`config.mk`:
```
export PLATFORM = sky130hd
export DESIGN_NAME = binary_perimeter_3x3_top
export DESIGN_NICKNAME = d
export VERILOG_FILES = /design/src/rtl/core/bperim_pkg.sv /design/src/rtl/core/bperim_ram.sv /design/src/rtl/core/binary_perimeter_3x3_top.sv
export SDC_FILE = /design/constraint.sdc
export NUM_CORES = 2
export LEC_CHECK = 0
export BUFFER_PORTS_ARGS = -buffer_cell sky130_fd_sc_hd__buf_4
export CAP_MARGIN = 15
export CORE_ASPECT_RATIO = 0.5
export CORE_UTILIZATION = 35
export DETAILED_ROUTE_END_ITERATION = 10
export HOLD_SLACK_MARGIN = 0.15
export PLACE_DENSITY = 0.5
export SYNTH_ARGS = -nofsm -noshare
export SYNTH_HDL_FRONTEND = slang
export SYNTH_SLANG_ARGS = --single-unit
```
`constraint.sdc`:
```
create_clock -name clk_i -period 18.8 [get_ports clk_i]
set_input_delay 5.64 -clock clk_i [delete_from_list [all_inputs] [get_ports clk_i]]
set_output_delay 5.64 -clock clk_i [all_outputs]
set_load 0.02 [all_outputs]
```
`src/rtl/core/bperim_pkg.sv`:
```
// Shared types and constants of the binary perimeter marker.
package bperim_pkg;

  // Widths fixed by the register map and the result format.
  localparam int unsigned CFG_W       = 11;
  localparam int unsigned OUT_COORD_W = 10;
  localparam int unsigned CFG_ADDR_W  = 1;
  localparam int unsigned DIM_RESET   = 1024;

  // Register indexes of the configuration port.
  typedef enum logic [CFG_ADDR_W-1:0] {
    CFG_IMAGE_WIDTH  = 1'b0,
    CFG_IMAGE_HEIGHT = 1'b1
  } cfg_reg_e;

  // Class flags of one pixel.
  typedef struct packed {
    logic pos;
    logic zero;
  } flags_t;

  // One line buffer entry: flags of the rows two above and one above.
  typedef struct packed {
    flags_t up;
    flags_t mid;
  } line_t;

  // One window column: flags of the rows two above, one above and current.
  typedef struct packed {
    flags_t up;
    flags_t mid;
    flags_t cur;
  } col_t;

endpackage

```
`src/rtl/core/bperim_ram.sv`:
```
// Generic single-port-write, single-port-read RAM with registered read data.
module bperim_ram #(
  parameter int unsigned WIDTH = 4,
  parameter int unsigned DEPTH = 1024
) (
  input  logic                     clk_i,
  input  logic                     we_i,
  input  logic [$clog2(DEPTH)-1:0] waddr_i,
  input  logic [WIDTH-1:0]         wdata_i,
  input  logic                     re_i,
  input  logic [$clog2(DEPTH)-1:0] raddr_i,
  output logic [WIDTH-1:0]         rdata_o
);

  logic [WIDTH-1:0] mem_q [DEPTH];
  logic [WIDTH-1:0] rdata_q;

  // Write port.
  always_ff @(posedge clk_i) begin
    if (we_i) begin
      mem_q[waddr_i] <= wdata_i;
    end
  end

  // Read port; the data holds until the next read.
  always_ff @(posedge clk_i) begin
    if (re_i) begin
      rdata_q <= mem_q[raddr_i];
    end
  end

  assign rdata_o = rdata_q;

endmodule

```
`src/rtl/core/binary_perimeter_3x3_top.sv`:
```
// Top level of the binary perimeter marker with a 3x3 window.
//
// Takes one signed pixel per cycle in raster order unless the output stalls
// and, for every interior pixel, gives its row, column and a flag set when the
// pixel is positive and one of its eight neighbours is exactly zero; border
// pixels give no result. A result passes the stage one and result registers
// once the pixel below-right of the judged pixel is taken. The pixel rate is
// set by the line buffer RAM: its entry is read when a pixel is taken and
// written back when it leaves stage one, with a bypass register covering a
// read of the column being written. The line buffers start undefined, so the
// first two rows after reset must be delivered before any verdict is relied
// on; the frame counters advance across frames without a gap. The user must
// write width and height only while the block is idle; the block does not
// check this. A zero acts as one and a value above the maximum as the maximum.
module binary_perimeter_3x3_top #(
  parameter int unsigned MAX_WIDTH  = 1024,
  parameter int unsigned MAX_HEIGHT = 1024,
  parameter int unsigned PIXEL_BITS = 16
) (
  input  logic                              clk_i,
  input  logic                              rst_ni,
  // Configuration write port.
  input  logic                              cfg_we_i,
  input  logic [bperim_pkg::CFG_ADDR_W-1:0] cfg_addr_i,
  input  logic [bperim_pkg::CFG_W-1:0]      cfg_wdata_i,
  // Pixel stream. tdata: pixel_value.
  input  logic                              s_axis_tvalid,
  output logic                              s_axis_tready,
  input  logic [((PIXEL_BITS+7)/8)*8-1:0]   s_axis_tdata,
  // Result stream. tdata: out_row, out_col, is_perimeter, zero fill.
  output logic                              m_axis_tvalid,
  input  logic                              m_axis_tready,
  output logic [23:0]                       m_axis_tdata
);
  import bperim_pkg::*;

  localparam int unsigned CW = $clog2(MAX_WIDTH + 1);
  localparam int unsigned RW = $clog2(MAX_HEIGHT + 1);
  localparam int unsigned AW = $clog2(MAX_WIDTH);
  localparam int unsigned WW = (CW > CFG_W) ? CW : CFG_W;
  localparam int unsigned HW = (RW > CFG_W) ? RW : CFG_W;
  localparam int unsigned W_RST = (MAX_WIDTH < DIM_RESET) ? MAX_WIDTH : DIM_RESET;
  localparam int unsigned H_RST = (MAX_HEIGHT < DIM_RESET) ? MAX_HEIGHT : DIM_RESET;

  // Configuration registers, held already clamped.
  logic [CW-1:0] width_q;
  logic [RW-1:0] height_q;
  logic [WW-1:0] width_ext;
  logic [HW-1:0] height_ext;
  logic [CW-1:0] width_clamp;
  logic [RW-1:0] height_clamp;

  // Frame position of the next pixel.
  logic [CW-1:0] col_q, col_d, c_in, c_nxt;
  logic [RW-1:0] row_q, row_d, r_in, r_tmp, r_nxt;
  logic          col_wrap, end_row;

  // Stage one: the pixel being judged against the line buffer.
  logic                   s1_valid_q;
  flags_t                 s1_flags_q;
  logic [AW-1:0]          s1_addr_q;
  logic                   s1_res_q;
  logic [OUT_COORD_W-1:0] s1_row_q, s1_col_q;
  flags_t                 flags_in;
  logic [PIXEL_BITS-1:0]  pixel;

  // Line buffer and write-to-read bypass.
  line_t  ram_rdata, line_rd, line_wr, byp_q;
  logic   byp_sel_q, byp_sel_d;

  // Window and result register.
  col_t [2:0]             win_q, win_d;
  col_t                   column;
  logic                   any_zero, verdict;
  logic                   out_valid_q, out_valid_d;
  logic [OUT_COORD_W-1:0] out_row_q, out_col_q;
  logic                   out_perim_q;

  // Handshake.
  logic accept, s1_adv, out_free, out_load;

  // Clamp a written dimension into one to the maximum.
  always_comb begin
    width_ext  = WW'(cfg_wdata_i);
    height_ext = HW'(cfg_wdata_i);
    if (cfg_wdata_i == '0) begin
      width_clamp = CW'(1);
    end else if (width_ext > WW'(MAX_WIDTH)) begin
      width_clamp = CW'(MAX_WIDTH);
    end else begin
      width_clamp = width_ext[CW-1:0];
    end
    if (cfg_wdata_i == '0) begin
      height_clamp = RW'(1);
    end else if (height_ext > HW'(MAX_HEIGHT)) begin
      height_clamp = RW'(MAX_HEIGHT);
    end else begin
      height_clamp = height_ext[RW-1:0];
    end
  end

  always_ff @(posedge clk_i or negedge rst_ni) begin
    if (!rst_ni) begin
      width_q  <= CW'(W_RST);
      height_q <= RW'(H_RST);
    end else if (cfg_we_i) begin
      unique case (cfg_reg_e'(cfg_addr_i))
        CFG_IMAGE_WIDTH:  width_q  <= width_clamp;
        CFG_IMAGE_HEIGHT: height_q <= height_clamp;
        default: ;
      endcase
    end
  end

  // Position of the incoming pixel and of the one after it.
  always_comb begin
    col_wrap = col_q >= width_q;
    c_in     = col_wrap ? '0 : col_q;
    r_tmp    = col_wrap ? RW'(row_q + 1'b1) : row_q;
    r_in     = (r_tmp >= height_q) ? '0 : r_tmp;
    c_nxt    = CW'(c_in + 1'b1);
    end_row  = c_nxt >= width_q;
    r_nxt    = end_row ? RW'(r_in + 1'b1) : r_in;
    col_d    = end_row ? '0 : c_nxt;
    row_d    = (r_nxt >= height_q) ? '0 : r_nxt;
  end

  // Pixel classification.
  always_comb begin
    pixel         = s_axis_tdata[PIXEL_BITS-1:0];
    flags_in.zero = pixel == '0;
    flags_in.pos  = (pixel != '0) && !pixel[PIXEL_BITS-1];
  end

  // Flow control: stage one moves on unless its result finds the output full.
  assign out_free      = !out_valid_q || m_axis_tready;
  assign s1_adv        = s1_valid_q && (!s1_res_q || out_free);
  assign s_axis_tready = !s1_valid_q || s1_adv;
  assign accept        = s_axis_tvalid && s_axis_tready;
  assign out_load      = s1_adv && s1_res_q;

  // A read of the column written in the same cycle takes the new entry.
  assign byp_sel_d = s1_adv && (s1_addr_q == c_in[AW-1:0]);

  always_ff @(posedge clk_i or negedge rst_ni) begin
    if (!rst_ni) begin
      col_q      <= '0;
      row_q      <= '0;
      s1_valid_q <= 1'b0;
      byp_sel_q  <= 1'b0;
    end else begin
      if (accept) begin
        col_q     <= col_d;
        row_q     <= row_d;
        byp_sel_q <= byp_sel_d;
      end
      if (accept) begin
        s1_valid_q <= 1'b1;
      end else if (s1_adv) begin
        s1_valid_q <= 1'b0;
      end
    end
  end

  // Stage one payload, with the result coordinates worked out ahead.
  always_ff @(posedge clk_i) begin
    if (accept) begin
      s1_flags_q <= flags_in;
      s1_addr_q  <= c_in[AW-1:0];
      s1_res_q   <= (r_in >= RW'(2)) && (c_in >= CW'(2));
      s1_row_q   <= OUT_COORD_W'(32'(r_in) - 32'd1);
      s1_col_q   <= OUT_COORD_W'(32'(c_in) - 32'd1);
      byp_q      <= line_wr;
    end
  end

  // Both line buffers share one RAM entry per column.
  bperim_ram #(
    .WIDTH ($bits(line_t)),
    .DEPTH (MAX_WIDTH)
  ) u_line_ram (
    .clk_i   (clk_i),
    .we_i    (s1_adv),
    .waddr_i (s1_addr_q),
    .wdata_i (line_wr),
    .re_i    (accept),
    .raddr_i (c_in[AW-1:0]),
    .rdata_o (ram_rdata)
  );

  // New window column and the entry written back.
  always_comb begin
    line_rd     = byp_sel_q ? byp_q : ram_rdata;
    column.up   = line_rd.up;
    column.mid  = line_rd.mid;
    column.cur  = s1_flags_q;
    line_wr.up  = line_rd.mid;
    line_wr.mid = s1_flags_q;
  end

  // Shift the window and judge its centre.
  always_comb begin
    win_d    = {win_q[1:0], column};
    any_zero = 1'b0;
    for (int i = 0; i < 3; i++) begin
      any_zero = any_zero | win_d[i].up.zero | win_d[i].mid.zero | win_d[i].cur.zero;
    end
    verdict = win_d[1].mid.pos & any_zero;
  end

  always_ff @(posedge clk_i or negedge rst_ni) begin
    if (!rst_ni) begin
      win_q <= '0;
    end else if (s1_adv) begin
      win_q <= win_d;
    end
  end

  // Result register.
  always_comb begin
    if (out_load) begin
      out_valid_d = 1'b1;
    end else if (m_axis_tready) begin
      out_valid_d = 1'b0;
    end else begin
      out_valid_d = out_valid_q;
    end
  end

  always_ff @(posedge clk_i or negedge rst_ni) begin
    if (!rst_ni) begin
      out_valid_q <= 1'b0;
    end else begin
      out_valid_q <= out_valid_d;
    end
  end

  always_ff @(posedge clk_i) begin
    if (out_load) begin
      out_row_q   <= s1_row_q;
      out_col_q   <= s1_col_q;
      out_perim_q <= verdict;
    end
  end

  assign m_axis_tvalid = out_valid_q;
  assign m_axis_tdata  = {3'b000, out_perim_q, out_col_q, out_row_q};

  // A result handed on by stage one is held for the output.
  assert property (@(posedge clk_i) disable iff (!rst_ni)
    out_load |=> out_valid_q)
    else $error("result from stage one was not registered");

  // A waiting result is never overwritten by the next one.
  assert property (@(posedge clk_i) disable iff (!rst_ni)
    (out_valid_q && !m_axis_tready) |-> !out_load)
    else $error("pending result overwritten");

  // A taken pixel is always in stage one on the next cycle.
  assert property (@(posedge clk_i) disable iff (!rst_ni)
    accept |=> s1_valid_q)
    else $error("accepted pixel lost before stage one");

endmodule
```
Word-level counts from Yosys, hierarchy flattened
Memory sizes are Yosys's and may differ from the RTL's. A register that Yosys moved wholly into a read port is not among the register bits.
Index checks and enable logic that the tools add are counted.
- add/sub/neg operators: 5
- magnitude comparators: 7
- eq/ne operators: 1
- mux-type cells: 15
- bitwise logic cells: 10
- reduce and logical (&&, ||, !) cells: 20
- operators by type and width (kind ; count):
    11-bit 2-to-1 mux ; 8
    11-bit greater-or-equal comparator ; 4
    11-bit by 1-bit adder with 11-bit output (second input constant) ; 3
    11-bit by 2-bit greater-or-equal comparator with 1-bit output (second input constant) ; 2
    10-bit by 1-bit subtractor with 10-bit output (second input constant) ; 2
    16-bit zero test ; 1
    16-bit nonzero test ; 1
    11-bit > comparator (second input constant) ; 1
    11-bit zero test ; 1
    10-bit equality test ; 1
    1-bit OR ; 8
    1-bit logical AND ; 6
    1-bit 2-to-1 mux ; 6
    1-bit zero test ; 4
    2-bit AND reduction ; 2
    2-bit nonzero test ; 2
    1-bit logical OR ; 3
    3-bit 2-to-1 mux ; 1
    1-bit AND ; 1
    1-bit inverter ; 1
- register bits after elaboration: 111
- memory bits (writable): 4096
- input port bits: 33
- output and inout bits: 26
- word-level logic and storage cells: 85
- memories kept: 1
- memory list (name ; words ; width ; rd ports ; clocked after memory_dff ; wr ports ; line ; source):
    u_line_ram.mem_q ; 1024 ; 4 ; 1 ; 1 ; 1 ; bperim_ram.sv:15 ; logic [WIDTH-1:0] mem_q [DEPTH];

Logic depth before layout (Yosys ltp)
- depth in word-level cells: 10
- mapped depth: 43
- gate-level depth less buffers: 34

By module
Synthesis repeated with hierarchy kept, for this count alone.
- cell total of the unflattened synthesis: 8991
- area total of the unflattened synthesis: 168923.3 µm²
- modules (own cells, without submodules) (module ; times used ; cells each ; area each (µm²) ; sequential area each (µm²)):
    bperim_ram ; 1 ; 8290 ; 162138.0 ; 123118.1
    binary_perimeter_3x3_top ; 1 ; 701 ; 6785.3 ; 3065.4

Worst setup path after synthesis
No wires, ideal clock.
- path kind: reg-to-reg
- from: register s1_flags_q (netlist bit column[0])
- to: register byp_q[0] (netlist name), data pin
- setup time: 2.679 ns
- data arrival time: 12.058 ns
- data required time: 16.121 ns
- path slack: 4.063 ns
- stages on the path, launching flop included: 1
- buffers on the path: 0
- cells stage by stage: edfxtp_1
- RTL lines (element ; line ; source):
    start, declared ; binary_perimeter_3x3_top.sv:60 ; flags_t s1_flags_q;
    start signal, assigned ; binary_perimeter_3x3_top.sv:168 ; s1_flags_q <= flags_in;
    end signal, assigned ; binary_perimeter_3x3_top.sv:173 ; byp_q <= line_wr;
    end, declared ; binary_perimeter_3x3_top.sv:68 ; line_t ram_rdata, line_rd, line_wr, byp_q;
No word-level cell between the ends.

Worst setup path in the final report
- from: input port m_axis_tready
- to: output port s_axis_tready
- longest elaborated chain between the ends: 4
- RTL lines (element ; line ; source):
    start, declared ; binary_perimeter_3x3_top.sv:32 ; input logic m_axis_tready,
    1-bit logical OR ; binary_perimeter_3x3_top.sv:136 ; assign out_free = !out_valid_q || m_axis_tready;
    1-bit logical OR ; binary_perimeter_3x3_top.sv:137 ; assign s1_adv = s1_valid_q && (!s1_res_q || out_free);
    1-bit logical AND ; binary_perimeter_3x3_top.sv:137 ;
    1-bit logical OR ; binary_perimeter_3x3_top.sv:138 ; assign s_axis_tready = !s1_valid_q || s1_adv;
    end, declared ; binary_perimeter_3x3_top.sv:28 ; output logic s_axis_tready,
No other way between the ends.

==> flow_summary.ini <==
[run_status]
outcome = complete, but fails checks
violations = max-capacitance violations

[power]
finalPower_mw = 21.27
peakVddDrop_v = 0.0001603
p_leak_nw = 43.99
powerDensity_nw_per_um2 = 149.4

[place]
hpwl_mm = 283.1
place_area_um2 = 133200
portBuffers = 55
place_congestion = 0.9076
pre_cts_ws_ns = 6.881

[timing]
fin_crit_ns = 11.91
tns_ns = 0
clock_skew_ns = 0.05259
setup_viol = 0
rsz0062_at_grt = false
slew_headroom_pct = 0.5885
fmax_mhz = 83.93
worst_slack_ns = 6.885
post-route-period-util_pct = 63.38
final_hold_viol_count = 0
slew_violations = 0
worst_pin_slew_ns = 1.478

[clock_network]
cts_sinks = 3186
cts_setup_buffers = 0
h-tree-depth = 5
cts_made_buffers = 309
cts_root_buffer = clkbuf_16
post_cts_resized = 0
cts-hold-fix-buffers = 0
clock_path_buffers = 4
tritoncts = built
clk-insertion-delay-late_ns = 0.94
path_clk_slew_ns = 0.06

[global_route]
use_met3_pct = 6.797
grt_use_met2_pct = 38.87
grt-busiest-layer = met2
grt-ovfl-total = 0
antenna_found_initial = 58
use_met1_pct = 38.24
groute.usage.overall_pct = 26.65
grt_max_degree = 204
grt_pass1_wl_mm = 675.9
grt_pass1_vias = 79040

[critical_path]
crit_path_max_incr_delay_ns = 0.19
cp_slowest_cell = buf_4
cp-end-kind = output pin
crit_start = m_axis_tready
cp.required_ns = 13.16
timing.critical_path.mode_cell = buf_4
regToRegSetupSlack_ns = 9.39
start_kind = input port
r2r_start = col_q[0]
timing_worst_setup_path_type = input port to output pin
worstPathMaxFanout = 3
arrival_ns = 6.27
worstPathCellList = buf_4 -> nor2b_1 -> nand3_1 -> buf_4

[synthesis]
synth_ff_type = edfxtp_1
yosysTopAreaCellShare_pct = 74.35
ys_top_cells_by_count = edfxtp_1, nor2_1, a22oi_1, a21oi_1, nand2_1
avgSynthCellArea_um2 = 14.77
synth_cell_type_count = 91
synth_edf_count = 3132
yosysMostFrequentCell = edfxtp_1
synth_warnings = 0
seq_area_frac_synth_pct = 75.42
syn_inst = 8566
synth_area_um2 = 126500
ys_ff_latch = 3186
async_flop_share_pct = 1.695
synthTopCellsByArea = edfxtp_1, a22oi_1, nor2_1
yosys.area.top_type = edfxtp_1

[worst_hold_path]
hp-class = flip-flop to flip-flop
hp-start = s1_row_q[7]

[finish]
fillers = 33030
drive_above_1_share_pct = 11.15
final_nets = 8630
syn_to_final_growth_pct = 12.59
final_area_um2 = 142400
final_util_pct = 39.76

[detailed_routing]
wl_per_cell_um = 36.83
firstDrtPassIters = 9
drt_iter0_drc = 15090
ant_nets = 0
wl_mm = 499.9
vias = 83990
drc_errors = 0
vias_per_cell = 6.189

[floorplan]
ios = 59
die_x_um = 852.2
die_h_um = 427.1
die-area_um2 = 364000
initial_core_util_pct = 35.31
std_cell_rows = 155
core_um2 = 358200

[run]
drv_cap = 1
-- cells in the final DEF, fill, tap and decap left out, types with 155 or more instances in the layout --
cell,Yosys,routed
edfxtp_1,3132,3132
a22oi_1,622,622
nand2_1,492,450
a222oi_1,155,155
buf_4,9,308
nor2_1,1229,1220
a21oi_1,533,533
mux2i_1,227,227
o21ai_0,178,177
clkbuf_16,0,316
-- layout make-up --
class / count / area (um2) / area share (%)
Timing Repair Buffer: 339 / 2877 / 2.020
Multi-Input combinational cell: 4662 / 28710 / 20.16
Clock inverter: 125 / 929.6 / 0.6527
Sequential cell: 3186 / 95420 / 66.99
Inverter: 50 / 205.2 / 0.1441
Clock buffer: 397 / 8242 / 5.786
Antenna cell: 24 / 60.06 / 0.04217
Tap cell: 4788 / 5991 / 4.206
-- through the flow --
step,cells,hold WS (ns)
after global placement,13020,0.4006
after detailed placement,13020,0.4045
after floorplan,8568,0.4003
after global routing,13550,0.4268
after CTS,13540,0.4184
final,13570,0.4171
-- kinds of logic (layout without fill, tap and decap cells) --
logic type | after synthesis | count (layout) | share of synthesized area, %
AOI/OAI and AO/OA | 2047 | 2047 | 11.21
xor gates and xnor gates | 46 | 46 | 0.3185
adders and majority gates | 49 | 49 | 0.4847
buffers and inverters | 720 | 911 | 2.383
DFF | 3186 | 3186 | 75.42
muxes | 330 | 330 | 2.829
other | 1 | 27 | 0.002964
and+or+nand+nor | 2187 | 2187 | 7.351
-- worst paths after layout --
check,end,cells past startpoint
max in group asynchronous,col_q[0],1
worst max register to register,row_q[4],32
min in group asynchronous,row_q[0],1
worst max-delay path,s_axis_tready,4
worst min register to register,out_row_q[7],0
worst min-delay path,out_row_q[7],0
-- state kept, by name, summed over array words and instances (netlist names), 2 cells and up --
register            flops
win_d                   7
column                  2
row_q                  11
s1_col_q               10
out_col_q              10
u_line_ram.mem_q     3072
width_q                11
col_q                  11
s1_addr_q              10
byp_q                   3
out_row_q              10
s1_row_q               10
u_line_ram.rdata_o      3
height_q               11
-- report_power, final --
| group | total [mW] | internal [mW] | switching, mW |
|---|---|---|---|
| clock | 5.99 | 3.24 | 2.74 |
| sequential | 8.36 | 8.27 | 0.0951 |
| combinational | 6.93 | 1.67 | 5.26 |
| total | 21.3 | 13.2 | 8.10 |
-- critical path, delay by kind of cell --
family	cells	cell delay, ns
and+or+nand+nor	2	0.34
buffers and inverters	2	0.30
-- routing by layer --
layer / part of all wire, % / vias to the layer above / routed length, um
met3: 12 / 998 / 61740
met2: 43 / 5848 / 212700
met4: 4.3 / 8 / 21420
met5: 0.010 / - / 50
met1: 41 / 43610 / 204000
li1: - / 33530 / -
No activity file was read; power rests on OpenSTA's default activity.
